## src/hw/rtl/rkf_pkg.sv

```systemverilog
// Package for the run-length kth symbol finder.
// Holds widths, byte codes, status codes and the structs passed between the
// front parser, the command queue and the back unit. No dependencies.
package rkf_pkg;

  // Largest number of letters buffered for one group.
  localparam int MAX_GROUP = 64;

  localparam int CHAR_W    = 8;
  localparam int STATUS_W  = 2;
  localparam int POS_W     = 48;
  localparam int COUNT_W   = 32;
  localparam int GRP_IDX_W = (MAX_GROUP > 1) ? $clog2(MAX_GROUP) : 1;
  localparam int GRP_LEN_W = $clog2(MAX_GROUP + 1);
  localparam int SPAN_W    = COUNT_W + GRP_LEN_W;
  localparam int CNT_EXT_W = COUNT_W + 4;
  localparam int DIV_CNT_W = $clog2(POS_W);

  // Two letter banks, so the parser fills one while the back unit reads the other.
  localparam int NUM_BANKS = 2;
  localparam int RAM_DEPTH = NUM_BANKS * MAX_GROUP;
  localparam int RAM_AW    = GRP_IDX_W + 1;

  // Command queue between the front and the back.
  localparam int Q_DEPTH = 2;
  localparam int Q_PTR_W = 1;
  localparam int Q_CNT_W = $clog2(Q_DEPTH + 1);

  // Byte codes of the encoded stream.
  localparam logic [CHAR_W-1:0] CH_LOWER_A = 8'h61;
  localparam logic [CHAR_W-1:0] CH_LOWER_Z = 8'h7a;
  localparam logic [CHAR_W-1:0] CH_DIGIT_0 = 8'h30;
  localparam logic [CHAR_W-1:0] CH_DIGIT_9 = 8'h39;

  localparam logic [3:0] DECIMAL_BASE_SHIFT_HI = 4'd3;
  localparam logic [3:0] DECIMAL_BASE_SHIFT_LO = 4'd1;

  // Result status codes.
  typedef enum logic [STATUS_W-1:0] {
    ST_FOUND  = 2'd0,
    ST_BEYOND = 2'd1,
    ST_ERROR  = 2'd2
  } status_t;

  // One closed group, as handed from the parser to the back unit.
  typedef struct packed {
    logic [COUNT_W-1:0]   count;
    logic [GRP_LEN_W-1:0] len;
    logic                 bank;
    logic                 last;
    logic                 err;
  } grp_cmd_t;

  // Back unit tells the parser that a letter bank is free again.
  typedef struct packed {
    logic valid;
    logic bank;
  } bank_rel_t;

  // Letter write into the group buffer.
  typedef struct packed {
    logic              en;
    logic [RAM_AW-1:0] addr;
    logic [CHAR_W-1:0] data;
  } ram_wr_t;

endpackage

```

## src/hw/rtl/rkf_ifs.sv

```systemverilog
// Valid/ready channel interfaces for the run-length kth symbol finder.
// Depends on rkf_pkg for field widths.
interface rkf_in_if;
  import rkf_pkg::*;

  logic              valid;
  logic              ready;
  logic [CHAR_W-1:0] char_code;
  logic              last_char;

  modport source (output valid, char_code, last_char, input ready);
  modport sink   (input valid, char_code, last_char, output ready);
endinterface

interface rkf_out_if;
  import rkf_pkg::*;

  logic                valid;
  logic                ready;
  logic [CHAR_W-1:0]   found_char;
  logic [STATUS_W-1:0] status;

  modport source (output valid, found_char, status, input ready);
  modport sink   (input valid, found_char, status, output ready);
endinterface

```

## src/hw/rtl/rle_group_kth_symbol_finder.sv

```systemverilog
// Top level of the run-length kth symbol finder; depends on rkf_pkg, rkf_ifs, rkf_ram,
// rkf_front, rkf_cmd_fifo and rkf_back.
// Throughput: one byte per cycle while a letter bank is free and the queue has room; the back
// unit handles each closed group in S_MUL and S_CMP, plus S_MOD (bit-serial modulo), S_RD
// and S_CAPT when it picks the letter; the result leaves S_EMIT once earlier groups drain.
// Reset (synchronous, rst_n low) clears the parser, queue and sequencer; the target is 1.
module rle_group_kth_symbol_finder (
  input  logic                      clk,
  input  logic                      rst_n,
  rkf_in_if.sink                    in_chan,
  rkf_out_if.source                 out_chan,
  input  logic                      cfg_we,
  input  logic [rkf_pkg::POS_W-1:0] cfg_wdata
);
  import rkf_pkg::*;

  logic              q_push;
  grp_cmd_t          q_cmd;
  logic              q_full;
  logic              q_empty;
  grp_cmd_t          q_head;
  logic              q_pop;
  bank_rel_t         rel;
  ram_wr_t           ram_wr;
  logic              rd_en;
  logic [RAM_AW-1:0] rd_addr;
  logic [CHAR_W-1:0] rd_data;

  // Byte parser.
  rkf_front u_front (
    .clk    (clk),
    .rst_n  (rst_n),
    .in_chan(in_chan),
    .q_push (q_push),
    .q_cmd  (q_cmd),
    .q_full (q_full),
    .rel    (rel),
    .ram_wr (ram_wr)
  );

  // Closed groups waiting for the back unit.
  rkf_cmd_fifo u_fifo (
    .clk      (clk),
    .rst_n    (rst_n),
    .push     (q_push),
    .push_data(q_cmd),
    .pop      (q_pop),
    .head     (q_head),
    .full     (q_full),
    .empty    (q_empty)
  );

  // Two banks of group letters.
  rkf_ram #(
    .WIDTH(CHAR_W),
    .DEPTH(RAM_DEPTH)
  ) u_letters (
    .clk    (clk),
    .wr_en  (ram_wr.en),
    .wr_addr(ram_wr.addr),
    .wr_data(ram_wr.data),
    .rd_en  (rd_en),
    .rd_addr(rd_addr),
    .rd_data(rd_data)
  );

  // Position arithmetic and result delivery.
  rkf_back u_back (
    .clk      (clk),
    .rst_n    (rst_n),
    .q_empty  (q_empty),
    .q_head   (q_head),
    .q_pop    (q_pop),
    .rel      (rel),
    .rd_en    (rd_en),
    .rd_addr  (rd_addr),
    .rd_data  (rd_data),
    .cfg_we   (cfg_we),
    .cfg_wdata(cfg_wdata),
    .out_chan (out_chan)
  );

endmodule

```

## src/hw/rtl/rkf_ram.sv

```systemverilog
// Generic single-write, single-read RAM with a registered read port.
// No dependencies.
module rkf_ram #(
  parameter int WIDTH = 8,
  parameter int DEPTH = 128
) (
  input  logic                     clk,
  input  logic                     wr_en,
  input  logic [$clog2(DEPTH)-1:0] wr_addr,
  input  logic [WIDTH-1:0]         wr_data,
  input  logic                     rd_en,
  input  logic [$clog2(DEPTH)-1:0] rd_addr,
  output logic [WIDTH-1:0]         rd_data
);

  logic [WIDTH-1:0] mem [DEPTH];

  // Write port and registered read port.
  always_ff @(posedge clk) begin
    if (wr_en) begin
      mem[wr_addr] <= wr_data;
    end
    if (rd_en) begin
      rd_data <= mem[rd_addr];
    end
  end

endmodule

```

## src/hw/rtl/rkf_front.sv

```systemverilog
// Front parser of the run-length kth symbol finder: accepts bytes, buffers
// letters, accumulates the repeat count and queues each closed group.
// Depends on rkf_pkg and rkf_ifs.
module rkf_front (
  input  logic               clk,
  input  logic               rst_n,
  rkf_in_if.sink             in_chan,
  output logic               q_push,
  output rkf_pkg::grp_cmd_t  q_cmd,
  input  logic               q_full,
  input  rkf_pkg::bank_rel_t rel,
  output rkf_pkg::ram_wr_t   ram_wr
);
  import rkf_pkg::*;

  logic                 in_digit_r, in_digit_nxt;
  logic [GRP_LEN_W-1:0] len_r, len_nxt;
  logic [COUNT_W-1:0]   count_r, count_nxt;
  logic                 bank_r, bank_nxt;
  logic                 err_r, err_nxt;
  logic [NUM_BANKS-1:0] busy_r, busy_nxt;

  logic                 accept;
  logic                 is_letter;
  logic                 is_digit;
  logic                 close_old;
  logic [CHAR_W-1:0]    digit_byte;
  logic [CNT_EXT_W-1:0] count_ext;
  logic [CNT_EXT_W-1:0] count_acc;

  // Take a byte only when the queue has room and the bank it may write is free.
  assign in_chan.ready = !q_full && !busy_r[bank_r] && !(in_digit_r && busy_r[~bank_r]);
  assign accept        = in_chan.valid && in_chan.ready;

  // Byte classes and the saturating decimal accumulate.
  assign is_letter  = (in_chan.char_code >= CH_LOWER_A) && (in_chan.char_code <= CH_LOWER_Z);
  assign is_digit   = (in_chan.char_code >= CH_DIGIT_0) && (in_chan.char_code <= CH_DIGIT_9);
  assign digit_byte = in_chan.char_code - CH_DIGIT_0;
  assign count_ext  = CNT_EXT_W'(count_r);
  assign count_acc  = (count_ext << DECIMAL_BASE_SHIFT_HI) + (count_ext << DECIMAL_BASE_SHIFT_LO)
                    + CNT_EXT_W'(digit_byte[3:0]);

  // A letter after a digit closes the group being parsed.
  assign close_old = accept && is_letter && in_digit_r;

  // Parser next state.
  always_comb begin
    in_digit_nxt = in_digit_r;
    len_nxt      = len_r;
    count_nxt    = count_r;
    bank_nxt     = bank_r;
    err_nxt      = err_r;
    ram_wr       = '0;
    ram_wr.data  = in_chan.char_code;
    if (accept) begin
      priority if (is_letter) begin
        if (in_digit_r) begin
          // New group starts in the other bank.
          ram_wr.en    = 1'b1;
          ram_wr.addr  = {~bank_r, GRP_IDX_W'(0)};
          len_nxt      = GRP_LEN_W'(1);
          count_nxt    = '0;
          in_digit_nxt = 1'b0;
          bank_nxt     = ~bank_r;
        end else if (len_r < GRP_LEN_W'(MAX_GROUP)) begin
          ram_wr.en   = 1'b1;
          ram_wr.addr = {bank_r, len_r[GRP_IDX_W-1:0]};
          len_nxt     = len_r + GRP_LEN_W'(1);
        end else begin
          err_nxt = 1'b1;
        end
      end else if (is_digit) begin
        in_digit_nxt = 1'b1;
        if (count_acc[CNT_EXT_W-1:COUNT_W] != '0) begin
          count_nxt = '1;
        end else begin
          count_nxt = count_acc[COUNT_W-1:0];
        end
      end else begin
        err_nxt = 1'b1;
      end
    end
  end

  // Queue a group on a close, and always on the last byte of the string.
  assign q_push      = close_old || (accept && in_chan.last_char);
  assign q_cmd.count = close_old ? count_r : count_nxt;
  assign q_cmd.len   = close_old ? len_r : len_nxt;
  assign q_cmd.bank  = bank_r;
  assign q_cmd.last  = in_chan.last_char;
  assign q_cmd.err   = err_nxt;

  // Bank busy flags: set when a group is queued, cleared when the back is done.
  always_comb begin
    busy_nxt = busy_r;
    if (rel.valid) begin
      busy_nxt[rel.bank] = 1'b0;
    end
    if (q_push) begin
      busy_nxt[q_cmd.bank] = 1'b1;
    end
  end

  // Parser registers; the end of a string restarts in the other bank.
  always_ff @(posedge clk) begin
    if (!rst_n) begin
      in_digit_r <= 1'b0;
      len_r      <= '0;
      count_r    <= '0;
      bank_r     <= 1'b0;
      err_r      <= 1'b0;
      busy_r     <= '0;
    end else begin
      busy_r <= busy_nxt;
      if (accept && in_chan.last_char) begin
        in_digit_r <= 1'b0;
        len_r      <= '0;
        count_r    <= '0;
        bank_r     <= ~bank_r;
        err_r      <= 1'b0;
      end else begin
        in_digit_r <= in_digit_nxt;
        len_r      <= len_nxt;
        count_r    <= count_nxt;
        bank_r     <= bank_nxt;
        err_r      <= err_nxt;
      end
    end
  end

  // A group is never queued into a full queue.
  a_push_room: assert property (@(posedge clk) disable iff (!rst_n) q_push |-> !q_full)
    else $error("group queued while the queue is full");

  // Letters never land in a bank the back unit still reads.
  a_write_free_bank: assert property (@(posedge clk) disable iff (!rst_n)
    ram_wr.en |-> !busy_r[ram_wr.addr[RAM_AW-1]])
    else $error("letter written into a busy bank");

  // The group length never passes the buffer size.
  a_len_bound: assert property (@(posedge clk) disable iff (!rst_n)
    len_r <= GRP_LEN_W'(MAX_GROUP))
    else $error("group length beyond buffer size");

endmodule

```

## src/hw/rtl/rkf_cmd_fifo.sv

```systemverilog
// Short queue of closed groups between the front parser and the back unit.
// Depends on rkf_pkg.
module rkf_cmd_fifo (
  input  logic              clk,
  input  logic              rst_n,
  input  logic              push,
  input  rkf_pkg::grp_cmd_t push_data,
  input  logic              pop,
  output rkf_pkg::grp_cmd_t head,
  output logic              full,
  output logic              empty
);
  import rkf_pkg::*;

  grp_cmd_t             entry_r [Q_DEPTH];
  logic [Q_PTR_W-1:0]   wr_ptr_r;
  logic [Q_PTR_W-1:0]   rd_ptr_r;
  logic [Q_CNT_W-1:0]   cnt_r;
  logic                 do_push;
  logic                 do_pop;

  assign full    = (cnt_r == Q_CNT_W'(Q_DEPTH));
  assign empty   = (cnt_r == '0);
  assign head    = entry_r[rd_ptr_r];
  assign do_push = push && !full;
  assign do_pop  = pop && !empty;

  // Entry storage, no reset needed.
  always_ff @(posedge clk) begin
    if (do_push) begin
      entry_r[wr_ptr_r] <= push_data;
    end
  end

  // Pointers and fill count.
  always_ff @(posedge clk) begin
    if (!rst_n) begin
      wr_ptr_r <= '0;
      rd_ptr_r <= '0;
      cnt_r    <= '0;
    end else begin
      if (do_push) begin
        wr_ptr_r <= wr_ptr_r + Q_PTR_W'(1);
      end
      if (do_pop) begin
        rd_ptr_r <= rd_ptr_r + Q_PTR_W'(1);
      end
      unique case ({do_push, do_pop})
        2'b10:   cnt_r <= cnt_r + Q_CNT_W'(1);
        2'b01:   cnt_r <= cnt_r - Q_CNT_W'(1);
        default: cnt_r <= cnt_r;
      endcase
    end
  end

endmodule

```

## src/hw/rtl/rkf_back.sv

```systemverilog
// Back unit of the run-length kth symbol finder: for each closed group it
// multiplies, compares and subtracts, or picks a letter through a bit-serial
// modulo, and delivers the result item. Depends on rkf_pkg and rkf_ifs.
module rkf_back (
  input  logic                         clk,
  input  logic                         rst_n,
  input  logic                         q_empty,
  input  rkf_pkg::grp_cmd_t            q_head,
  output logic                         q_pop,
  output rkf_pkg::bank_rel_t           rel,
  output logic                         rd_en,
  output logic [rkf_pkg::RAM_AW-1:0]   rd_addr,
  input  logic [rkf_pkg::CHAR_W-1:0]   rd_data,
  input  logic                         cfg_we,
  input  logic [rkf_pkg::POS_W-1:0]    cfg_wdata,
  rkf_out_if.source                    out_chan
);
  import rkf_pkg::*;

  typedef enum logic [2:0] {
    S_IDLE,
    S_MUL,
    S_CMP,
    S_MOD,
    S_RD,
    S_CAPT,
    S_EMIT
  } state_t;

  state_t               state_r;
  grp_cmd_t             cmd_r;
  logic [SPAN_W-1:0]    span_r;
  logic [POS_W-1:0]     target_r;
  logic [POS_W-1:0]     rem_r;
  logic [POS_W-1:0]     div_r;
  logic [GRP_IDX_W-1:0] acc_r;
  logic [DIV_CNT_W-1:0] cnt_r;
  logic                 ans_found_r;
  logic [CHAR_W-1:0]    ans_char_r;
  logic                 out_valid_r;
  logic [CHAR_W-1:0]    out_char_r;
  status_t              out_status_r;

  logic                 skip;
  logic                 beyond;
  logic [GRP_IDX_W:0]   trial;
  logic [GRP_IDX_W:0]   len_ext;
  logic                 out_free;
  logic                 emit_now;

  assign out_chan.valid      = out_valid_r;
  assign out_chan.found_char = out_char_r;
  assign out_chan.status     = out_status_r;
  assign out_free            = !out_valid_r || out_chan.ready;
  assign emit_now            = (state_r == S_EMIT) && out_free;

  // Group decision: skip, subtract the span, or pick a letter inside it.
  assign skip   = ans_found_r || (rem_r == '0) || (cmd_r.len == '0);
  assign beyond = rem_r > POS_W'(span_r);

  // One restoring step of the remainder by the group length.
  assign trial   = {acc_r, div_r[POS_W-1]};
  assign len_ext = (GRP_IDX_W + 1)'(cmd_r.len);

  assign q_pop   = (state_r == S_IDLE) && !q_empty;
  assign rd_en   = (state_r == S_RD);
  assign rd_addr = {cmd_r.bank, acc_r};

  // The bank is released once the group is fully handled.
  assign rel.valid = ((state_r == S_CMP) && (skip || beyond)) || (state_r == S_CAPT);
  assign rel.bank  = cmd_r.bank;

  // Sequencer and result registers.
  always_ff @(posedge clk) begin
    if (!rst_n) begin
      state_r      <= S_IDLE;
      target_r     <= POS_W'(1);
      rem_r        <= POS_W'(1);
      ans_found_r  <= 1'b0;
      ans_char_r   <= '0;
      out_valid_r  <= 1'b0;
      out_char_r   <= '0;
      out_status_r <= ST_FOUND;
      cnt_r        <= '0;
    end else begin
      // The result register is loaded by the emit step and cleared once taken.
      if (emit_now) begin
        out_valid_r <= 1'b1;
      end else if (out_chan.ready) begin
        out_valid_r <= 1'b0;
      end
      // A register write reloads the remaining position at once.
      if (cfg_we) begin
        target_r <= cfg_wdata;
        rem_r    <= cfg_wdata;
      end else if ((state_r == S_CMP) && !skip && beyond) begin
        rem_r <= rem_r - POS_W'(span_r);
      end else if (emit_now) begin
        rem_r <= target_r;
      end
      unique case (state_r)
        S_IDLE: begin
          if (!q_empty) begin
            cmd_r   <= q_head;
            state_r <= S_MUL;
          end
        end
        S_MUL: begin
          span_r  <= SPAN_W'(cmd_r.count) * SPAN_W'(cmd_r.len);
          state_r <= S_CMP;
        end
        S_CMP: begin
          if (skip) begin
            state_r <= cmd_r.last ? S_EMIT : S_IDLE;
          end else if (beyond) begin
            state_r <= cmd_r.last ? S_EMIT : S_IDLE;
          end else begin
            div_r   <= rem_r - POS_W'(1);
            acc_r   <= '0;
            cnt_r   <= DIV_CNT_W'(POS_W - 1);
            state_r <= S_MOD;
          end
        end
        S_MOD: begin
          if (trial >= len_ext) begin
            acc_r <= GRP_IDX_W'(trial - len_ext);
          end else begin
            acc_r <= GRP_IDX_W'(trial);
          end
          div_r <= div_r << 1;
          cnt_r <= cnt_r - DIV_CNT_W'(1);
          if (cnt_r == '0) begin
            state_r <= S_RD;
          end
        end
        S_RD: begin
          state_r <= S_CAPT;
        end
        S_CAPT: begin
          ans_char_r  <= rd_data;
          ans_found_r <= 1'b1;
          state_r     <= cmd_r.last ? S_EMIT : S_IDLE;
        end
        S_EMIT: begin
          if (out_free) begin
            priority if (cmd_r.err) begin
              out_status_r <= ST_ERROR;
              out_char_r   <= '0;
            end else if (ans_found_r) begin
              out_status_r <= ST_FOUND;
              out_char_r   <= ans_char_r;
            end else begin
              out_status_r <= ST_BEYOND;
              out_char_r   <= '0;
            end
            ans_found_r <= 1'b0;
            ans_char_r  <= '0;
            state_r     <= S_IDLE;
          end
        end
        default: state_r <= S_IDLE;
      endcase
    end
  end

  // The picked index always lies inside the group.
  a_idx_in_group: assert property (@(posedge clk) disable iff (!rst_n)
    (state_r == S_RD) |-> (len_ext > {1'b0, acc_r}))
    else $error("letter index outside the group");

  // A result appears only from the emit step.
  a_emit_source: assert property (@(posedge clk) disable iff (!rst_n)
    $rose(out_valid_r) |-> ($past(state_r) == S_EMIT))
    else $error("result raised outside the emit step");

  // Only the final group of a string leads to a result.
  a_emit_last: assert property (@(posedge clk) disable iff (!rst_n)
    (state_r == S_EMIT) |-> cmd_r.last)
    else $error("result step for a group that is not last");

endmodule

```

## src/flat_wrapper.sv

```systemverilog
// flat-port wrapper written by rule: the top's interface ports become plain ports
module rle_group_kth_symbol_finder_flat import rkf_pkg::*;
  (clk, rst_n, cfg_we, cfg_wdata, in_chan_valid, in_chan_char_code, in_chan_last_char, in_chan_ready, out_chan_valid, out_chan_found_char, out_chan_status, out_chan_ready);
  rkf_in_if in_chan_i ();
  rkf_out_if out_chan_i ();
  input  logic clk;
  input  logic rst_n;
  input  logic cfg_we;
  input  logic [rkf_pkg::POS_W-1:0] cfg_wdata;
  input wire logic [$bits(in_chan_i.valid)-1:0] in_chan_valid;
  input wire logic [$bits(in_chan_i.char_code)-1:0] in_chan_char_code;
  input wire logic [$bits(in_chan_i.last_char)-1:0] in_chan_last_char;
  output wire logic [$bits(in_chan_i.ready)-1:0] in_chan_ready;
  output wire logic [$bits(out_chan_i.valid)-1:0] out_chan_valid;
  output wire logic [$bits(out_chan_i.found_char)-1:0] out_chan_found_char;
  output wire logic [$bits(out_chan_i.status)-1:0] out_chan_status;
  input wire logic [$bits(out_chan_i.ready)-1:0] out_chan_ready;
  assign in_chan_i.valid = in_chan_valid;
  assign in_chan_i.char_code = in_chan_char_code;
  assign in_chan_i.last_char = in_chan_last_char;
  assign in_chan_ready = in_chan_i.ready;
  assign out_chan_valid = out_chan_i.valid;
  assign out_chan_found_char = out_chan_i.found_char;
  assign out_chan_status = out_chan_i.status;
  assign out_chan_i.ready = out_chan_ready;
  rle_group_kth_symbol_finder u_core (.clk(clk), .rst_n(rst_n), .in_chan(in_chan_i), .out_chan(out_chan_i), .cfg_we(cfg_we), .cfg_wdata(cfg_wdata));
endmodule
```

## config.mk

```make
export PLATFORM = sky130hd
export DESIGN_NAME = rle_group_kth_symbol_finder_flat
export DESIGN_NICKNAME = d
export VERILOG_FILES = /design/src/hw/rtl/rkf_pkg.sv /design/src/hw/rtl/rkf_ifs.sv /design/src/hw/rtl/rle_group_kth_symbol_finder.sv /design/src/hw/rtl/rkf_ram.sv /design/src/hw/rtl/rkf_front.sv /design/src/hw/rtl/rkf_cmd_fifo.sv /design/src/hw/rtl/rkf_back.sv /design/src/flat_wrapper.sv
export SDC_FILE = /design/constraint.sdc
export NUM_CORES = 2
export LEC_CHECK = 0
export BUFFER_PORTS_ARGS = -buffer_cell sky130_fd_sc_hd__clkbuf_2
export CORE_MARGIN = 2
export CORE_UTILIZATION = 42
export DETAILED_ROUTE_END_ITERATION = 16
export PLACE_DENSITY = 0.69
export SYNTH_ARGS = -nofsm -noshare
export SYNTH_HDL_FRONTEND = slang
export SYNTH_SLANG_ARGS = --single-unit
```

## constraint.sdc

```tcl
create_clock -name clk -period 8.4 [get_ports clk]
set_input_delay 0.42 -clock clk [delete_from_list [all_inputs] [get_ports clk]]
set_output_delay 0.42 -clock clk [all_outputs]
set_load 0.01 [all_outputs]
```

Word-level counts from Yosys, hierarchy flattened --
Memories as Yosys holds them, arrays and structs flattened. A register that Yosys moved wholly into a read port is not among the register bits. Cells that the tools add are included.
Word-level totals: register bits 266, memory bits (writable) 1108, memories 2, word-level logic and storage cells 194, output and inout port bits 12, input port bits 62
Operators by class: bitwise operators 6, reductions and logical operators 55, add/sub/neg operators 12, order comparisons 12, mux-type cells 71, multiply operators 1, eq/ne operators 14
Memories:
- u_core.u_letters.mem | words 128, width 8, rd ports 1, clocked after memory_dff 1, write ports 1, RTL line rkf_ram.sv:16 | logic [WIDTH-1:0] mem [DEPTH];
- u_core.u_fifo.entry_r | words 2, width 42, rd ports 1, clocked after memory_dff 1, write ports 1, RTL line rkf_cmd_fifo.sv:15 | grp_cmd_t entry_r [Q_DEPTH];
Operators with widths (count):
- 2-to-1 mux 48 bit | 5
- 2-to-1 mux 32 bit | 6
- case mux 48 bit (2 select lines) | 1
- 2-to-1 mux 8 bit | 7
- > comparator 48 x 39 -> 1 bit | 1
- zero test 48 bit | 1
- subtractor 48 x 1 -> 48 bit (second input constant) | 1
- subtractor 48 x 39 -> 48 bit | 1
- multiplier 32 x 7 -> 39 bit | 1
- adder 35 x 33 -> 36 bit | 1
- adder 36 x 4 -> 36 bit | 1
- 2-to-1 mux 7 bit | 5
- 2-to-1 mux 6 bit | 5
- 2-to-1 mux 1 bit | 25
- case mux 6 bit (2 select lines) | 2
- case mux 3 bit (7 select lines) | 1
- logical AND 1 bit | 18
- 2-to-1 mux 3 bit | 6
- case mux 8 bit (2 select lines) | 1
- nonzero test 2 bit | 8
- AND reduction 3 bit | 4
- inequality test 2 bit (second input constant) | 5
- equality test 3 bit (second input constant) | 3
- greater-or-equal comparator 8 x 6 -> 1 bit (second input constant) | 1
- other kinds (37) | 61

Logic depth before layout (Yosys ltp) --
depth in word-level cells 13, depth in mapped cells 21, mapped depth without buffers 20

By module --
A second synthesis with hierarchy kept.
Unflattened totals: cell total of the unflattened synthesis 4690, area total of the unflattened synthesis 68294.2 µm²
Modules (own cells, without submodules):
- rkf_ram | sequential area each 30989.7 µm², area each 39745.6 µm², times used 1, cells each 1635
- rkf_back | sequential area each 6556.3 µm², area each 20429.6 µm², times used 1, cells each 2237
- rkf_front | sequential area each 880.8 µm², area each 4863.4 µm², times used 1, cells each 661
- rkf_cmd_fifo | sequential area each 2622.5 µm², area each 3255.6 µm², times used 1, cells each 157

Worst setup path after synthesis --
OpenSTA, ideal clock, no wires.
kind register to register, from reg u_core.u_back.span_r[7], to reg u_core.u_back.acc_r[0], enable pin, library setup time 483 ps, slack 2603 ps, buffers on the path 1, data required time 7917 ps, data arrival time 5314 ps, clock period less this slack 5797 ps, stages on the path, launching flop included 12, cell sequence edfxtp_1 inv_1 ha_1 a211o_1 o311a_1 a221oi_1 nor3_1 a211o_1 a21o_1 or2_1 clkbuf_1 a21oi_1
Between the ends: longest elaborated chain between the ends 3
RTL lines:
- from (decl) | RTL line rkf_back.sv:32 | logic [SPAN_W-1:0] span_r;
- from (signal assigned) | RTL line rkf_back.sv:109 | span_r <= SPAN_W'(cmd_r.count) * SPAN_W'(cmd_r.len);
- > comparator 48 x 39 -> 1 bit | RTL line rkf_back.sv:59 | assign beyond = rem_r > POS_W'(span_r);
- inequality test 2 bit (no source line)
- AND reduction 4 bit (no source line)
- to (signal assigned) | RTL line rkf_back.sv:126 | acc_r <= GRP_IDX_W'(trial - len_ext);
- to (signal assigned) | RTL line rkf_back.sv:128 | acc_r <= GRP_IDX_W'(trial);
- to (decl) | RTL line rkf_back.sv:36 | logic [GRP_IDX_W-1:0] acc_r;
Every way passes these cells. A chain may end at the register's enable or synchronous reset.

Worst setup path after layout --
from reg u_core.u_back.cmd_r, in the netlist u_core.u_back.len_ext[2], to reg u_core.u_back.span_r[37] (data pin)
Between the ends: longest elaborated chain between the ends 1
RTL lines:
- from (decl) | RTL line rkf_back.sv:31 | grp_cmd_t cmd_r;
- from (signal assigned) | RTL line rkf_back.sv:104 | cmd_r <= q_head;
- multiplier 32 x 7 -> 39 bit | RTL line rkf_back.sv:109
Every way passes these cells.

==> impl_metrics.csv <==
group,metric,value,unit
outcome,status,"finished clean",
floorplanning,core,0.160,mm2
clock_tree,cts_resized,0,
drt,drt-met1-wl,67.1,mm
worst_setup_path,ff2ff_setup_slack,2240,ps
clock_tree,cts_sinks,1424,
placement,postPlaceCellArea,0.0702,mm2
synth,yosys.area_share.simple,0.0806,
global_routing,grt_max_degree,123,
drt,wl_per_cell,22.8,um
drt,dr.pass1.iters,5,
sta,max_freq,162,MHz
worst_setup_path,path_max_fanout,34,
pwr,power_frac_comb,0.344,
pwr,power_leakage,26.2,nW
synth,synth_mux_area_frac,0.125,
job,drv_cap,0,
sta,holdWs,50.3,ps
finish,fin_area,0.0750,mm2
pwr,seqPwrFrac,0.388,
worst_setup_path,worstPathArrival,6680,ps
floorplanning,die_h,405,um
finish,area_growth,10.9,%
clock_tree,cts_root_buf,"clkbuf_16",
sta,layout_worst_path_cycle_share,0.733,
synth,synth-main-ff-cell,"edfxtp_1",
synth,synthDominantCellAreaShare,0.555,
clock_tree,numCtsBuffers,137,
synth,async_reset_ff_frac,0,
global_routing,grt-ovfl-total,0,
clock_tree,cts_buffer_depth,3,
drt,route.detailed.drc,0,
pwr,p_total,22.2,mW
synth,synth-seq-cells,1424,
synth,yosys-top-cells-count,"1251 x edfxtp_1, 382 x nand2_1, 336 x mux4_2",
floorplanning,start_util,0.422,
sta,fin_crit,6160,ps
synth,synth_area,0.0676,mm2
synth,ys_types,95,
clock_tree,cts_tree,"yes",
global_routing,antenna_found_initial,3,
finish,final.fill_count,13645,
global_routing,grt_use_total,0.194,
synth,synth-xor-area-share,0.0199,
worst_setup_path,critPathCaptureType,"register",
drt,drt_wl_total,159,mm
drt,met2_wirelength,76.9,mm
floorplanning,fp.dieW,405,um
synth,seq_area_frac_synth,0.607,
synth,synth.most_common_cell,"edfxtp_1",
sta,finalHoldViolCount,0,
synth,synth_cells,4625,
floorplanning,num_rows,147,
sta,rsz0062_at_grt,"false",
synth,yosys-top-cells-area,"edfxtp_1 56%, mux4_2 11%, dfxtp_1 5.1%, fa_1 4.5%, ha_1 3.2%",
drt,vias,39389,
pwr,p_switching,7.46,mW
drt,via_per_inst,5.66,
min_path,min_path_type,"in -> reg",
synth,synth.avg_cell_area,14.6,um2
worst_setup_path,worstSetupPathType,"reg -> reg",
clock_tree,htreeDepth,4,
synth,synth_top_family_by_area,"multiplexers",
synth,synth_edf_count,1251,
placement,hpwl,105,mm
floorplanning,io_pins,74,
sta,clock_skew,55.4,ps
synth,synth_warnings,0,
drt,final_antenna_net_count,0,
worst_setup_path,cp-start-kind,"register",
pwr,ir_drop,0.307,mV
sta,slew_headroom,0.179,
synth,synthAdderAreaFrac,0.0771,
placement,gp_congestion,0.879,
clock_tree,clk_pin_slew,60,ps
clock_tree,clk_latency,790,ps
floorplanning,die-area,0.164,mm2
synth,synth_compound_area_frac,0.0642,
pwr,p_clk_frac,0.268,
sta,slew_viol_final,0,
sta,setup_viol,0,
synth,synth_nets,5012,
min_path,holdCritStartpoint,"cfg_wdata[38]",
drt,drt-initial-drc-count,4079,
drt,wl_met3,10.8,mm
global_routing,grt_pass1_wl,244,mm
finish,drive_above_1_share,0.153,
sta,finalSetupTns,0,ps
pwr,p_per_area,296,mW/mm2
pwr,swShare,0.336,
finish,nets,5075,
placement,port_buffers,73,
worst_setup_path,cp.required,8920,ps
sta,worstMarginPinSlew,1230,ps
worst_setup_path,r2r_start,"u_core.u_back.len_ext[2]$_DFFE_PP_",
pwr,internal-power,14.7,mW
synth,synth_top_cell_by_area,"edfxtp_1",
drt,top_layer_used,"met4",
global_routing,grt_pass1_vias,39391,
worst_setup_path,cp-startpoint,"u_core.u_back.len_ext[2]$_DFFE_PP_",
## registers in the layout, indices dropped and copies added, names as in the netlist, 3 cells and up
name and cells:
u_core.u_back.acc_r 6, u_core.u_back.ans_char_r 8, u_core.u_back.cmd_r 34, u_core.u_back.cnt_r 6
u_core.u_back.div_r 48, u_core.u_back.len_ext 7, u_core.u_back.out_chan.found_char 8, u_core.u_back.rem_r 48
u_core.u_back.span_r 39, u_core.u_back.state_r 3, u_core.u_back.target_r 48, u_core.u_fifo.entry_r 84
u_core.u_front.count_r 32, u_core.u_front.len_r 7, u_core.u_letters.mem 1024, u_core.u_letters.rd_data 8
## power groups by stage
stage	logic, mW	clock network, mW	registers, mW
5_1_grt	8.65	6.29	8.64
6_report	7.62	5.94	8.62
2_1_floorplan	5.90	0	8.58
3_3_place_gp	7.43	0	8.75
4_1_cts	7.60	6.03	8.61
3_5_place_dp	7.54	0	8.76
## path summary, 6_finish.rpt
path / cells past startpoint / to
setup reg to reg: 16 / u_core.u_back.span_r[37]$_DFFE_PP_
setup / recovery: 16 / u_core.u_back.span_r[37]$_DFFE_PP_
hold / removal: 3 / u_core.u_back.target_r[38]$_SDFFE_PN0P_
hold reg to reg: 2 / u_core.u_back.out_chan.found_char[4]$_SDFFE_PN0P_
## logic make-up (layout without fill, tap and decap cells)
logic type	after synthesis	in the layout
other cells	0	4
fa+ha+maj	325	325
buf+inv	471	640
mux	416	416
flops	1424	1424
compound gates	689	689
simple gates	1147	1147
xor+xnor	153	153
## per-stage QoR
stage	std cells	util	setup slack, ps
after floorplan	4625	-	2600
after global placement	6662	0.438	2280
after detailed placement	6662	0.438	2240
after CTS	6954	0.468	2250
after global routing	6954	0.468	1860
final	6958	0.468	2240
## metal layers
metal,global-route usage,vias up
li1,-,17589
met1,0.272,20101
met2,0.316,1472
met3,0.0291,227
met4,0.0534,0
met5,0,-
## worst max-delay path, stage by stage, from the launching register on
cell	delay [ps]
edfxtp_1	1120
and2_1	290
fa_1	460
fa_1	510
fa_1	490
inv_1	50
fa_1	480
inv_1	40
ha_1	380
nand4_1	140
o31ai_1	530
a21oi_1	250
o21ai_0	420
o21ai_0	260
o2111ai_1	240
a21oi_1	110
xnor2_1	130
## cell type report
cell class	count	area, um2	area share
Antenna cell	4	10.0	0.000134
Clock buffer	172	3630	0.0484
Clock inverter	73	647	0.00863
Inverter	232	873	0.0116
Multi-Input combinational cell	2730	24800	0.331
Sequential cell	1424	41000	0.547
Tap cell	2160	2700	0.0360
Timing Repair Buffer	163	1230	0.0164
## layout by cell type (no fill, tap or decap), types with 48 or more instances in the layout
cell type	count
a21o_1	73
a21oi_1	214
and2_1	189
buf_4	48
clkbuf_16	138
clkbuf_2	64
dfxtp_1	172
edfxtp_1	1251
fa_1	153
ha_1	172
inv_1	228
mux4_2	336
nand2_1	382
nand3_1	60
nor2_1	287
nor3_1	55
o21ai_0	163
xnor2_1	93
xor2_1	59
## timing repair
action	4_1_cts	5_1_grt
endpoints found under the hold margin	84	0
setup buffers	0	0
setup endpoints to repair	0	0
hold buffers	47	0
Power figures use the tool's default switching activity.
